## src/hw/rtl/gtm_pkg.sv

```systemverilog
// Package with shared types, constants and register indexes of the gamepad-to-mouse mapper.
`timescale 1ns / 1ps
package gtm_pkg;

  localparam int FRACTION_BITS = 16;
  localparam int ACC_W = FRACTION_BITS + 1;
  localparam int DIV_DW = 32 + FRACTION_BITS;
  localparam int DIV_CW = $clog2(DIV_DW + 1);
  localparam int SUM_W = DIV_DW + 2;

  localparam logic [31:0] DEADZONE_SQ = 32'd24157717;
  localparam logic [31:0] NS_PER_S = 32'd1000000000;

  localparam logic [15:0] SENS_RESET = 16'd1200;
  localparam logic [9:0] FRAME_RATE_RESET = 10'd144;
  localparam logic [9:0] SCROLL_RATE_RESET = 10'd20;

  typedef enum logic [1:0] {
    REG_SENSITIVITY = 2'd0,
    REG_FRAME_RATE = 2'd1,
    REG_MAX_SCROLL_RATE = 2'd2
  } reg_idx_e;

  typedef enum logic [1:0] {
    EV_NONE = 2'd0,
    EV_PRESS = 2'd1,
    EV_RELEASE = 2'd2
  } event_e;

  typedef enum logic [3:0] {
    ST_IDLE,
    ST_SQX,
    ST_SQY,
    ST_MULX,
    ST_DIVX,
    ST_ACCX,
    ST_MULY,
    ST_DIVY,
    ST_ACCY,
    ST_DIVP,
    ST_DIVS,
    ST_DIVF,
    ST_FIN
  } state_e;

  typedef struct packed {
    logic signed [15:0] stick_x;
    logic signed [15:0] stick_y;
    logic right_bumper;
    logic [7:0] right_trigger;
    logic button_a;
    logic button_b;
    logic button_y;
  } in_word_t;

  typedef struct packed {
    logic signed [15:0] move_x;
    logic signed [15:0] move_y;
    logic [1:0] left_event;
    logic [1:0] right_event;
    logic [1:0] middle_event;
    logic [5:0] scroll_down_count;
    logic [5:0] scroll_up_count;
  } out_word_t;

endpackage

```

## src/hw/rtl/gtm_div.sv

```systemverilog
// Restoring divider, one quotient bit per cycle, shared by all divisions of the mapper.
`timescale 1ns / 1ps
module gtm_div
  import gtm_pkg::*;
(
  input  logic              clk_i,
  input  logic              rst_ni,
  input  logic              start_i,
  input  logic [DIV_DW-1:0] dividend_i,
  input  logic [31:0]       divisor_i,
  input  logic [DIV_CW-1:0] iters_i,
  output logic              done_o,
  output logic [DIV_DW-1:0] quotient_o,
  output logic [31:0]       remainder_o
);

  logic              active_q, active_d;
  logic [DIV_CW-1:0] cnt_q, cnt_d;
  logic [DIV_DW-1:0] dvd_q, dvd_d;
  logic [DIV_DW-1:0] quo_q, quo_d;
  logic [31:0]       rem_q, rem_d;
  logic [31:0]       dsr_q, dsr_d;
  logic [32:0]       rem_sh;
  logic [32:0]       diff;

  always_comb begin
    active_d = active_q;
    cnt_d = cnt_q;
    dvd_d = dvd_q;
    quo_d = quo_q;
    rem_d = rem_q;
    dsr_d = dsr_q;
    rem_sh = {rem_q, dvd_q[DIV_DW-1]};
    diff = rem_sh - {1'b0, dsr_q};
    if (start_i) begin
      active_d = 1'b1;
      cnt_d = iters_i;
      dvd_d = dividend_i;
      quo_d = '0;
      rem_d = '0;
      dsr_d = divisor_i;
    end else if (active_q) begin
      if (cnt_q != '0) begin
        dvd_d = {dvd_q[DIV_DW-2:0], 1'b0};
        cnt_d = cnt_q - 1'b1;
        if (rem_sh >= {1'b0, dsr_q}) begin
          rem_d = diff[31:0];
          quo_d = {quo_q[DIV_DW-2:0], 1'b1};
        end else begin
          rem_d = rem_sh[31:0];
          quo_d = {quo_q[DIV_DW-2:0], 1'b0};
        end
      end else begin
        active_d = 1'b0;
      end
    end
  end

  always_ff @(posedge clk_i or negedge rst_ni) begin
    if (!rst_ni) begin
      active_q <= 1'b0;
      cnt_q <= '0;
    end else begin
      active_q <= active_d;
      cnt_q <= cnt_d;
    end
  end

  always_ff @(posedge clk_i) begin
    dvd_q <= dvd_d;
    quo_q <= quo_d;
    rem_q <= rem_d;
    dsr_q <= dsr_d;
  end

  assign done_o = active_q && (cnt_q == '0);
  assign quotient_o = quo_q;
  assign remainder_o = rem_q;

endmodule

```

## src/hw/rtl/gamepad_to_mouse_frame_mapper_unit.sv

```systemverilog
// Top level of the gamepad-to-mouse mapper: sequencer, shared multiplier and state.
// The shared one-bit-per-cycle divider dominates the time from the accepting edge to out_valid_o.
// Input is stalled while the sequencer is busy; a new word is taken while a result still waits.
// Reset: asynchronous, active low; clears accumulators, button history, hold timers
// and scroll time budget, and loads the register reset values.
`timescale 1ns / 1ps
module gamepad_to_mouse_frame_mapper_unit
  import gtm_pkg::*;
(
  input  logic      clk_i,
  input  logic      rst_ni,
  input  logic      in_valid_i,
  output logic      in_stall_o,
  input  in_word_t  in_data_i,
  output logic      out_valid_o,
  input  logic      out_stall_i,
  output out_word_t out_data_o,
  input  logic      cfg_we_i,
  input  logic [1:0] cfg_idx_i,
  input  logic [15:0] cfg_data_i
);

  state_e state_q, state_d;

  logic [15:0] sens_q;
  logic [9:0]  fr_q, msr_q;
  logic [9:0]  fr_eff, msr_eff;

  logic signed [ACC_W-1:0] acc_x_q, acc_y_q;
  logic [4:0]  prev_q;
  logic [15:0] hold_a_q, hold_b_q;
  logic [31:0] st_q;

  in_word_t    in_q;
  logic [16:0] xmag_q, ymag_q;
  logic        xneg_q, yneg_q;
  logic [33:0] prod_q;
  logic        dz_q;
  logic signed [15:0] mx_q, my_q;
  logic [31:0] period_q, n_q, strem_q;

  logic        out_valid_q;
  out_word_t   out_q;

  logic [16:0] mul_a, mul_b;
  logic [33:0] mul_p;

  logic              div_start, div_done, div_pend_q, div_pend_d;
  logic [DIV_DW-1:0] div_dvd, div_quo;
  logic [31:0]       div_dsr, div_rem;
  logic [DIV_CW-1:0] div_iters;
  logic [24:0]       den;

  logic accept;
  logic fin_go;

  // Accumulator update for the axis being finished.
  logic                    acc_neg;
  logic signed [ACC_W-1:0] acc_cur, acc_new;
  logic signed [SUM_W-1:0] step_s, sum_s;
  logic [SUM_W-1:0]        sum_mag;
  logic [SUM_W-1:0]        whole_mag;
  logic [FRACTION_BITS-1:0] frac_mag;
  logic signed [15:0]      whole_sat;

  // Hold and scroll results.
  logic        a_i, b_i, a_prev, b_prev, trig;
  logic [15:0] hold_a_d, hold_b_d, hold_a_base;
  logic        long_a, long_b, long_b_old;
  logic [6:0]  down_sum, up_sum;
  logic [5:0]  n_sat;
  logic [31:0] st_d;
  out_word_t   res;

  function automatic logic is_long(input logic [15:0] h, input logic [9:0] f);
    logic [18:0] h5;
    logic [18:0] f3;
    h5 = {3'b000, h} + {1'b0, h, 2'b00};
    f3 = {9'd0, f} + {8'd0, f, 1'b0};
    return h5 > f3;
  endfunction

  function automatic logic [15:0] inc_sat(input logic [15:0] v);
    return (v == 16'hFFFF) ? v : v + 16'd1;
  endfunction

  function automatic logic [1:0] edge_code(input logic now, input logic was);
    if (now == was) return EV_NONE;
    return now ? EV_PRESS : EV_RELEASE;
  endfunction

  assign fr_eff = (fr_q == '0) ? 10'd1 : fr_q;
  assign msr_eff = (msr_q == '0) ? 10'd1 : msr_q;
  assign den = {fr_eff, 15'd0} - {15'd0, fr_eff};

  assign in_stall_o = (state_q != ST_IDLE);
  assign accept = in_valid_i && !in_stall_o;

  // Shared multiplier.
  always_comb begin
    case (state_q)
      ST_SQX:  begin mul_a = xmag_q; mul_b = xmag_q; end
      ST_SQY:  begin mul_a = ymag_q; mul_b = ymag_q; end
      ST_MULX: begin mul_a = xmag_q; mul_b = {1'b0, sens_q}; end
      ST_MULY: begin mul_a = ymag_q; mul_b = {1'b0, sens_q}; end
      default: begin mul_a = '0; mul_b = '0; end
    endcase
  end
  assign mul_p = mul_a * mul_b;

  // Divider operand selection.
  always_comb begin
    case (state_q)
      ST_DIVX, ST_DIVY: begin
        div_dvd = {prod_q[31:0], {FRACTION_BITS{1'b0}}};
        div_dsr = {7'd0, den};
        div_iters = DIV_CW'(DIV_DW);
      end
      ST_DIVP: begin
        div_dvd = {NS_PER_S, {FRACTION_BITS{1'b0}}};
        div_dsr = {22'd0, msr_eff};
        div_iters = DIV_CW'(32);
      end
      ST_DIVS: begin
        div_dvd = {st_q, {FRACTION_BITS{1'b0}}};
        div_dsr = period_q;
        div_iters = DIV_CW'(32);
      end
      ST_DIVF: begin
        div_dvd = {NS_PER_S, {FRACTION_BITS{1'b0}}};
        div_dsr = {22'd0, fr_eff};
        div_iters = DIV_CW'(32);
      end
      default: begin
        div_dvd = '0;
        div_dsr = 32'd1;
        div_iters = '0;
      end
    endcase
  end

  gtm_div u_div (
    .clk_i       (clk_i),
    .rst_ni      (rst_ni),
    .start_i     (div_start),
    .dividend_i  (div_dvd),
    .divisor_i   (div_dsr),
    .iters_i     (div_iters),
    .done_o      (div_done),
    .quotient_o  (div_quo),
    .remainder_o (div_rem)
  );

  // Step add and split into whole pixels and kept fraction.
  always_comb begin
    acc_neg = (state_q == ST_ACCX) ? xneg_q : yneg_q;
    acc_cur = (state_q == ST_ACCX) ? acc_x_q : acc_y_q;
    step_s = acc_neg ? -$signed({2'b00, div_quo}) : $signed({2'b00, div_quo});
    sum_s = step_s + SUM_W'(acc_cur);
    sum_mag = sum_s[SUM_W-1] ? SUM_W'(-sum_s) : SUM_W'(sum_s);
    whole_mag = sum_mag >> FRACTION_BITS;
    frac_mag = sum_mag[FRACTION_BITS-1:0];
    acc_new = sum_s[SUM_W-1] ? -$signed({1'b0, frac_mag}) : $signed({1'b0, frac_mag});
    if (sum_s[SUM_W-1]) begin
      whole_sat = (whole_mag > SUM_W'(32768)) ? 16'sh8000 : -$signed(whole_mag[15:0]);
    end else begin
      whole_sat = (whole_mag > SUM_W'(32767)) ? 16'sh7FFF : $signed(whole_mag[15:0]);
    end
  end

  // Buttons, hold timers and scroll pacing.
  always_comb begin
    a_i = in_q.button_a;
    b_i = in_q.button_b;
    trig = (in_q.right_trigger > 8'd127);
    a_prev = prev_q[2];
    b_prev = prev_q[3];
    long_b_old = is_long(hold_b_q, fr_eff);
    hold_a_base = (long_b_old && !a_prev) ? hold_b_q : hold_a_q;
    hold_a_d = a_i ? inc_sat(hold_a_base) : 16'd0;
    long_a = is_long(hold_a_d, fr_eff);
    if (b_i) begin
      hold_b_d = (long_a && !b_prev) ? hold_a_d : inc_sat(hold_b_q);
    end else begin
      hold_b_d = 16'd0;
    end
    long_b = is_long(hold_b_d, fr_eff);
    n_sat = (n_q > 32'd63) ? 6'd63 : n_q[5:0];
    down_sum = {6'd0, a_i && !a_prev};
    up_sum = {6'd0, b_i && !b_prev};
    if (long_a || long_b) begin
      st_d = strem_q + div_quo[31:0];
      if (a_i && !b_i) begin
        down_sum = down_sum + {1'b0, n_sat};
      end else if (!a_i && b_i) begin
        up_sum = up_sum + {1'b0, n_sat};
      end
    end else begin
      st_d = period_q;
    end
    res.move_x = mx_q;
    res.move_y = my_q;
    res.left_event = edge_code(in_q.right_bumper, prev_q[0]);
    res.right_event = edge_code(trig, prev_q[1]);
    res.middle_event = edge_code(in_q.button_y, prev_q[4]);
    res.scroll_down_count = (down_sum > 7'd63) ? 6'd63 : down_sum[5:0];
    res.scroll_up_count = (up_sum > 7'd63) ? 6'd63 : up_sum[5:0];
  end

  assign fin_go = (state_q == ST_FIN) && (!out_valid_q || !out_stall_i);

  // Sequencer.
  always_comb begin
    state_d = state_q;
    div_start = 1'b0;
    div_pend_d = div_pend_q;
    case (state_q)
      ST_IDLE: if (accept) state_d = ST_SQX;
      ST_SQX:  state_d = ST_SQY;
      ST_SQY:  state_d = ST_MULX;
      ST_MULX: state_d = ST_DIVX;
      ST_ACCX: state_d = ST_MULY;
      ST_MULY: state_d = ST_DIVY;
      ST_ACCY: state_d = ST_DIVP;
      ST_DIVX, ST_DIVY, ST_DIVP, ST_DIVS, ST_DIVF: begin
        if (!div_pend_q) begin
          div_start = 1'b1;
          div_pend_d = 1'b1;
        end else if (div_done) begin
          div_pend_d = 1'b0;
          case (state_q)
            ST_DIVX: state_d = ST_ACCX;
            ST_DIVY: state_d = ST_ACCY;
            ST_DIVP: state_d = ST_DIVS;
            ST_DIVS: state_d = ST_DIVF;
            default: state_d = ST_FIN;
          endcase
        end
      end
      ST_FIN: if (fin_go) state_d = ST_IDLE;
      default: state_d = ST_IDLE;
    endcase
  end

  always_ff @(posedge clk_i or negedge rst_ni) begin
    if (!rst_ni) begin
      state_q <= ST_IDLE;
      div_pend_q <= 1'b0;
    end else begin
      state_q <= state_d;
      div_pend_q <= div_pend_d;
    end
  end

  // Configuration registers.
  always_ff @(posedge clk_i or negedge rst_ni) begin
    if (!rst_ni) begin
      sens_q <= SENS_RESET;
      fr_q <= FRAME_RATE_RESET;
      msr_q <= SCROLL_RATE_RESET;
    end else if (cfg_we_i) begin
      case (cfg_idx_i)
        REG_SENSITIVITY:     sens_q <= cfg_data_i;
        REG_FRAME_RATE:      fr_q <= cfg_data_i[9:0];
        REG_MAX_SCROLL_RATE: msr_q <= cfg_data_i[9:0];
        default: ;
      endcase
    end
  end

  // Frame state kept from word to word.
  always_ff @(posedge clk_i or negedge rst_ni) begin
    if (!rst_ni) begin
      acc_x_q <= '0;
      acc_y_q <= '0;
      prev_q <= '0;
      hold_a_q <= '0;
      hold_b_q <= '0;
      st_q <= '0;
      out_valid_q <= 1'b0;
    end else begin
      if (state_q == ST_ACCX && dz_q) acc_x_q <= acc_new;
      if (state_q == ST_ACCY && dz_q) acc_y_q <= acc_new;
      if (fin_go) begin
        prev_q <= {in_q.button_y, in_q.button_b, in_q.button_a, trig, in_q.right_bumper};
        hold_a_q <= hold_a_d;
        hold_b_q <= hold_b_d;
        st_q <= st_d;
        out_valid_q <= 1'b1;
      end else if (!out_stall_i) begin
        out_valid_q <= 1'b0;
      end
    end
  end

  // Working registers of the current word.
  always_ff @(posedge clk_i) begin
    if (accept) begin
      in_q <= in_data_i;
      xmag_q <= in_data_i.stick_x[15] ? 17'(-$signed({1'b1, in_data_i.stick_x}))
                                       : {1'b0, in_data_i.stick_x};
      ymag_q <= in_data_i.stick_y[15] ? 17'(-$signed({1'b1, in_data_i.stick_y}))
                                       : {1'b0, in_data_i.stick_y};
      xneg_q <= in_data_i.stick_x[15];
      // The Y axis is inverted, so a positive stick value moves up.
      yneg_q <= !in_data_i.stick_y[15] && (in_data_i.stick_y != 16'sd0);
    end
    case (state_q)
      ST_SQX, ST_MULX, ST_MULY: prod_q <= mul_p;
      ST_SQY: dz_q <= ({1'b0, prod_q} + {1'b0, mul_p}) >= {3'd0, DEADZONE_SQ};
      ST_ACCX: mx_q <= dz_q ? whole_sat : 16'sd0;
      ST_ACCY: my_q <= dz_q ? whole_sat : 16'sd0;
      ST_DIVP: if (div_done) period_q <= div_quo[31:0];
      ST_DIVS: begin
        if (div_done) begin
          n_q <= div_quo[31:0];
          strem_q <= div_rem;
        end
      end
      default: ;
    endcase
    if (fin_go) out_q <= res;
  end

  assign out_valid_o = out_valid_q;
  assign out_data_o = out_q;

endmodule

```

## config.mk

```make
export PLATFORM = sky130hd
export DESIGN_NAME = gamepad_to_mouse_frame_mapper_unit
export DESIGN_NICKNAME = d
export VERILOG_FILES = /design/src/hw/rtl/gtm_pkg.sv /design/src/hw/rtl/gtm_div.sv /design/src/hw/rtl/gamepad_to_mouse_frame_mapper_unit.sv
export SDC_FILE = /design/constraint.sdc
export NUM_CORES = 2
export LEC_CHECK = 0
export BUFFER_PORTS_ARGS = -buffer_cell sky130_fd_sc_hd__buf_4
export CORE_MARGIN = 4
export CORE_UTILIZATION = 30
export DETAILED_ROUTE_END_ITERATION = 8
export GPL_TIMING_DRIVEN = 1
export PLACE_DENSITY = 0.43
export SETUP_SLACK_MARGIN = 0.02
export SLEW_MARGIN = 15
export SYNTH_ARGS = -nofsm -noshare
export SYNTH_HDL_FRONTEND = slang
export SYNTH_SLANG_ARGS = --single-unit
```

## constraint.sdc

```tcl
create_clock -name clk_i -period 19.1 [get_ports clk_i]
set_input_delay 0.955 -clock clk_i [delete_from_list [all_inputs] [get_ports clk_i]]
set_output_delay 0.955 -clock clk_i [all_outputs]
set_load 0.1 [all_outputs]
```

**Word-level counts from Yosys, hierarchy flattened**

Cells that the tools add are included.
W data, S select, Z words.

- Bits in registers: 573
- Output and inout port bits: 52

- Add/subtract/negate cells: 20
- Multipliers: 1
- Magnitude comparators: 11
- Equality and inequality tests: 24
- Mux-type cells: 66
- Reductions and logical operators: 48

Operator list:

| cell | count |
|---|---|
| $mux W16 | 10 |
| $mux W48 | 3 |
| $pmux W48 S3 | 1 |
| $pmux W32 S4 | 1 |
| $mux W50 | 2 |
| $mux W32 | 2 |
| $add A16 B18 Y19 | 3 |
| $pmux W17 S3 | 1 |
| $add A50 B17 Y50 | 1 |
| $neg A48 Y50 | 1 |
| $neg A50 Y50 | 1 |
| $gt A19 B19 Y1 | 2 |
| $pmux W4 S9 | 1 |
| $add A34 B34 Y35 | 1 |
| $ge A35 B25 Y1 const B | 1 |
| $mux W7 | 5 |
| $gt A34 B15 Y1 const B | 1 |
| $gt A34 B16 Y1 const B | 1 |
| $mul A17 B17 Y34 | 1 |
| $mux W17 | 2 |
| $neg A17 Y17 | 2 |
| $pmux W17 S2 | 1 |
| $ge A33 B32 Y1 | 1 |
| $add A16 B1 Y16 const B | 2 |
| 46 further kinds | 123 |

**Longest topological paths before layout**

- Word-level depth: 19
- Depth in mapped cells: 86
- Gate-level depth less buffers: 77

**Hierarchy**

From an unflattened synthesis, not the netlist that was laid out.

- Cell total of the unflattened synthesis: 5,357
- Area total of the unflattened synthesis: 48,760.5 um2

Modules (own cells, without submodules):

| module | times used | cells an instance | area each (um2) | sequential area each (um2) |
|---|---|---|---|---|
| gamepad_to_mouse_frame_mapper_unit | 1 | 4,511 | 40,423.8 | 11,265.8 |
| gtm_div | 1 | 846 | 8,336.7 | 4,179.0 |

**Least setup slack after synthesis**

No wires, ideal clock.

- Path kind: flip-flop to flip-flop
- Start point: register fr_q[4]
- End point: register out_q (netlist bit out_data_o[6]) (data pin)
- Library setup time: 0.262 ns
- Arrival time: 13.941 ns
- Data required time: 18.838 ns
- Path slack: 4.897 ns
- Cell stages (with the launch flop): 80
- Path buffers: 8
- Cells stage by stage: dfstp_2 inv_1 ha_1 nand4_1 or3_1 clkbuf_1 nand2_1 ha_1 nand2_1 nand2_1 a31oi_1 nor2b_1 o21a_1 o21a_1 or2_2 ha_1 nand3_1 nor3_1 [44 not listed] o21ai_0 mux2i_1 a21boi_0 nor2b_1 o21ai_0 nand2b_1 a21oi_1 xnor2_1 ha_1 nand2_1 nor4_1 nor3b_1 o211a_1 nor2_1 o21ai_1 buf_2 a31oi_1 mux2_1

- Word-level cells in the longest chain between the ends: 19

RTL lines:

| item | RTL line | text |
|---|---|---|
| start: declaration | gamepad_to_mouse_frame_mapper_unit.sv:26 | `logic [9:0] fr_q, msr_q;` |
| start signal: assignment | gamepad_to_mouse_frame_mapper_unit.sv:264 | `REG_FRAME_RATE: fr_q <= cfg_data_i[9:0];` |
| $logic_not A10 Y1 | gamepad_to_mouse_frame_mapper_unit.sv:92 | `assign fr_eff = (fr_q == '0) ? 10'd1 : fr_q;` |
| $mux W10 * | gamepad_to_mouse_frame_mapper_unit.sv:92 |  |
| $add A10 B11 Y12 * | gamepad_to_mouse_frame_mapper_unit.sv:79 | `f3 = {9'd0, f} + {8'd0, f, 1'b0};` |
| $gt A19 B19 Y1 * | gamepad_to_mouse_frame_mapper_unit.sv:80 | `return h5 > f3;` |
| $logic_and A1 B1 Y1 * | gamepad_to_mouse_frame_mapper_unit.sv:179 | `hold_a_base = (long_b_old && !a_prev) ? hold_b_q : hold_a_q;` |
| $mux W16 * | gamepad_to_mouse_frame_mapper_unit.sv:179 |  |
| $add A16 B1 Y16 or $eq A16 B16 Y1 (tied branches) | gamepad_to_mouse_frame_mapper_unit.sv:84 | `return (v == 16'hFFFF) ? v : v + 16'd1;` |
| $mux W16 * | gamepad_to_mouse_frame_mapper_unit.sv:84 |  |
| [1 not listed] | n/a |  |
| named net hold_a_d[6] | gamepad_to_mouse_frame_mapper_unit.sv:68 | `logic [15:0] hold_a_d, hold_b_d, hold_a_base;` |
| [3 not listed] | n/a |  |
| $mux W16 * | gamepad_to_mouse_frame_mapper_unit.sv:183 | `hold_b_d = (long_a && !b_prev) ? hold_a_d : inc_sat(hold_b_q);` |
| $mux W16 * | gamepad_to_mouse_frame_mapper_unit.sv:182 | `if (b_i) begin` |
| named net hold_b_d[0] | gamepad_to_mouse_frame_mapper_unit.sv:68 |  |
| $add A16 B18 Y19 * | gamepad_to_mouse_frame_mapper_unit.sv:78 | `h5 = {3'b000, h} + {1'b0, h, 2'b00};` |
| $gt A19 B12 Y1 * | gamepad_to_mouse_frame_mapper_unit.sv:80 |  |
| $logic_or A1 B1 Y1 * | gamepad_to_mouse_frame_mapper_unit.sv:191 | `if (long_a \|\| long_b) begin` |
| $mux W7 * | gamepad_to_mouse_frame_mapper_unit.sv:191 |  |
| $gt A7 B6 Y1 | gamepad_to_mouse_frame_mapper_unit.sv:206 | `res.scroll_down_count = (down_sum > 7'd63) ? 6'd63 : down_sum[5:0];` |
| end signal: assignment | gamepad_to_mouse_frame_mapper_unit.sv:322 | `if (fin_go) out_q <= res;` |
| end: declaration | gamepad_to_mouse_frame_mapper_unit.sv:43 | `out_word_t out_q;` |

The timed path passes the listed nets; every way through them passes the cells marked *.
A chain may end at the register's enable or synchronous reset.

**Worst setup path in the final report**

- Start point: register fr_q[4]
- End point: register st_q[13]

- Word-level cells in the longest chain between the ends: 18

RTL lines:

| item | RTL line | text |
|---|---|---|
| $logic_not A10 Y1 | gamepad_to_mouse_frame_mapper_unit.sv:92 |  |
| $mux W10 * | gamepad_to_mouse_frame_mapper_unit.sv:92 |  |
| $add A10 B11 Y12 * | gamepad_to_mouse_frame_mapper_unit.sv:79 |  |
| $gt A19 B19 Y1 * | gamepad_to_mouse_frame_mapper_unit.sv:80 |  |
| $logic_and A1 B1 Y1 * | gamepad_to_mouse_frame_mapper_unit.sv:179 |  |
| $mux W16 * | gamepad_to_mouse_frame_mapper_unit.sv:179 |  |
| $add A16 B1 Y16 or $eq A16 B16 Y1 (tied branches) | gamepad_to_mouse_frame_mapper_unit.sv:84 |  |
| $mux W16 * | gamepad_to_mouse_frame_mapper_unit.sv:84 |  |
| [1 not listed] | n/a |  |
| named net hold_a_d[6] | gamepad_to_mouse_frame_mapper_unit.sv:68 |  |
| [2 not listed] | n/a |  |
| $logic_and A1 B1 Y1 * | gamepad_to_mouse_frame_mapper_unit.sv:183 |  |
| $mux W16 * | gamepad_to_mouse_frame_mapper_unit.sv:183 |  |
| $mux W16 * | gamepad_to_mouse_frame_mapper_unit.sv:182 |  |
| named net hold_b_d[0] | gamepad_to_mouse_frame_mapper_unit.sv:68 |  |
| $add A16 B18 Y19 * | gamepad_to_mouse_frame_mapper_unit.sv:78 |  |
| $gt A19 B12 Y1 * | gamepad_to_mouse_frame_mapper_unit.sv:80 |  |
| $logic_or A1 B1 Y1 * | gamepad_to_mouse_frame_mapper_unit.sv:191 |  |
| $mux W32 * | gamepad_to_mouse_frame_mapper_unit.sv:191 |  |
| end signal: assignment | gamepad_to_mouse_frame_mapper_unit.sv:288 | `st_q <= st_d;` |
| end: declaration | gamepad_to_mouse_frame_mapper_unit.sv:32 | `logic [31:0] st_q;` |

Marks and branches as above.

==> summary.md <==
| Metric | Value |
|---|---|
| Synth warn | 0 |
| Vias per inst | 5.18 |
| Clk_lat worst skew | 670 ps |
| Core ar. | 158,000 um2 |
| Cell repeated most along the worst path | nand2_1 |
| Metal2 WL | 69,300 um |
| Mapped Area | 47,900 um2 |
| WL/cell | 19.9 um |
| CP top delay family | compound AO/OA/AOI/OAI gates |
| RSZ-0062 raised after global routing | no |
| Placed cells | 7,323 |
| Final Hold Viols | 0 |
| Clock sinks | 550 |
| CTS buffer count | 70 |
| Sequential Area | 15,000 um2 |
| Max Cap Viol | 0 |
| Syn Area/Cell | 9.03 um2 |
| Routability cong. | 0.819 |
| Synth Instances | 5,301 |
| Crit. End Element | flip-flop |
| Final setup fails | 0 |
| Hold/Removal Path Class | input pin to asynchronous set/reset pin |
| Final Net Count | 5,982 |
| Max-slew headroom at the worst pin | 23.4% |
| Finished Layout Cells | 7,453 |
| I/O Buffers | 111 |
| Reg2reg path depth | 75 |
| Min Clock Period, post-route | 16,920 ps |
| Total number of vias | 38,600 |
| Routed metal-1 wirelength | 69,300 um |
| Least-Margin Pin Slew | 1120 ps |
| Synth top area share | 20.0% |
| Slowest-stage cell, CP | a21o_1 |
| Critical path data required time | a little under 20,000 ps |
| Critical Path Start Type | flip-flop |
| Register area share after synthesis | 31.3% |
| Most frequent cell after synthesis | nand2_1 |
| Max-slew violations | 0 |
| Finished Core Util | between 30% and 40% |
| Final wirelength | 148,000 um |
| Seq cells post-synth | 550 |
| Post-DP HPWL | roughly 110,000 um |
| Vias in the first global route | 37,800 |
| Clock Pin Slew Worst Setup and Hold Paths | 60 ps |
| EDFF count, synth | 318 |
| Clock buffer depth | 3 |
| Max H-tree Level | 3 |
| DRC | 0 |
| Met3 Wirelength | 5450 um |
| Leading area contributor after synthesis | edfxtp_1 |
| Proportion of layout cells with a drive suffix above 1 | just under 9% |
| Post-DRT Antenna Nets | 0 |
| Most used DFF post-synth | edfxtp_1 |
| Asr flop ratio synth | between 20% and 30% |
| First-pass GRT wire length | 230,000 um |
| Fillers | 16,400 |
| Layout area overhead | 11.5% |
| Cts hold-fix bufs | 0 |
| Reg-to-reg endpoint | st_q[13] |
| Die extent in y | 407 um |
| CP Max Fanout | 39 |
| WP data arrival | 17,440 ps |
| GR Overflow Total | 0 |
| All-Layer GR Usage | 17.5% |
| Resize count post-CTS | 0 |
| Clock skew | 43.1 ps |
| Max Used Layer | met5 |
| Crit Path Category | flip-flop to flip-flop |
| Ports | 119 |
| Hold WS | 275 ps |
| Row Count | 146 |
| Pin count of the biggest net entering global routing | 71 |
| Post-synthesis cell type count | 122 |
| Setup TNS | 0 ps |
| Iteration count of the initial detailed-routing pass | 5 |
| Area occupied by multi-input gates | ~30,000 um2 |
| R2R setup slack | 2180 ps |
| Crit-path max cell delay | 690 ps |
| 1st-iter DRT viols | 2,383 |
| Crit share post-route | between 80% and 90% |
| DIE WIDTH | ~410 um |
| Initial antenna violation count | 2 |
| Synth area leaders | edfxtp_1 20%, fa_1 9.6%, ha_1 9.5%, dfrtp_1 7.5%, nand2_1 5.5% |
| Die area | about 170,000 um2 |
| Synth top cells by count | 699 x nand2_1, 455 x inv_1, 415 x nor2_1 |
| Worst reg2reg startpoint | fr_q[4] |
| Clk root buf | clkbuf_16 |
| Setup bufs post-CTS | 0 |
| CTS tree | done |
| Initial Util | 30.2% |
| Buf/Inv on CP | 4 |
| F_max | 59.1 MHz |
| Outcome | finished, final reports clean |
-- worst max path at each step --
stage                     slack [ps]            end  cells after the start    start
after global routing             680       st_q[13]                     71  fr_q[4]
after global placement          2450       st_q[20]                     75  fr_q[4]
after detailed placement        2280       st_q[20]                     75  fr_q[4]
final                           2180       st_q[13]                     75  fr_q[4]
after floorplan                 4900  out_data_o[6]                     79  fr_q[4]
after CTS                       2220       st_q[13]                     75  fr_q[4]
-- area by class of cell --
type,count,area share [%]
Sequential cell,550,28.1
Clock inverter,34,0.957
Inverter,457,3.23
Clock buffer,95,3.58
Timing Repair Buffer,169,2.39
Multi-Input combinational cell,4075,56.9
Antenna cell,1,0.00469
Tap cell,2072,4.86
-- flip-flops by register name, summed over array words and instances, names as in the netlist, 17 cells and up --
name,count
acc_x_q,17
xmag_q,17
st_q,32
u_div.quotient_o,48
u_div.dsr_q,32
prod_q,34
u_div.remainder_o,32
u_div.dvd_q,32
strem_q,32
n_q,32
out_data_o,50
period_q,32
ymag_q,17
acc_y_q,17
-- metal layers --
metal	up-vias	global-route usage, %
li1	18800	-
met4	2	5.40
met3	150	2.00
met5	-	0
met2	660	28.8
met1	18900	24.1
-- cells by family after synthesis --
family                   share of synthesized area [%]
adder cells (fa/ha/maj)                           19.1
AO/OA/AOI/OAI                                     16.6
flip-flops                                        31.3
buffers and inverters                             5.49
multiplexers                                      3.92
AND/OR/NAND/NOR                                   17.7
other                                          0.00784
XOR/XNOR                                          5.89
-- metrics by stage --
step | instance area, um2 | worst slack [ps]
5_1_grt | 53300 | 676
4_1_cts | 53300 | 2220
3_3_place_gp | 50900 | 2450
3_5_place_dp | 50900 | 2280
6_report | 53300 | 2180
2_1_floorplan | 47900 | 4900
-- placed cells by master, fill, tap and decap left out, types with 48 or more instances in the layout --
cell type / netlist / layout
dfxtp_1: 80 / 80
nand4_1: 69 / 69
edfxtp_1: 318 / 318
a31oi_1: 76 / 76
and2_1: 51 / 48
o31ai_1: 64 / 64
ha_1: 362 / 362
mux2i_1: 69 / 68
xor2_1: 95 / 95
o21ai_0: 264 / 264
nor2_1: 415 / 410
nor3_1: 112 / 108
clkbuf_16: 0 / 71
inv_1: 455 / 452
nand2_1: 699 / 698
fa_1: 230 / 230
dfrtp_1: 144 / 144
nand3_1: 114 / 114
xnor2_1: 225 / 225
buf_4: 2 / 168
nor2b_1: 53 / 53
and3_1: 57 / 56
mux2_2: 98 / 98
a21oi_1: 249 / 248
o21a_1: 52 / 52
-- worst reg2reg max path, delay by kind of cell, from the launching register on --
family	cells	cell delay [ps]
DFF	1	580
xor gates and xnor gates	4	770
AOI/OAI and AO/OA	28	6290
muxes	1	190
adders and majority gates	9	2940
and+or+nand+nor	29	5560
buffers and inverters	4	510
Power is left out: the tool's default activity adds up to more than one toggle a clock period on the data nets, which glitch-free logic cannot reach.
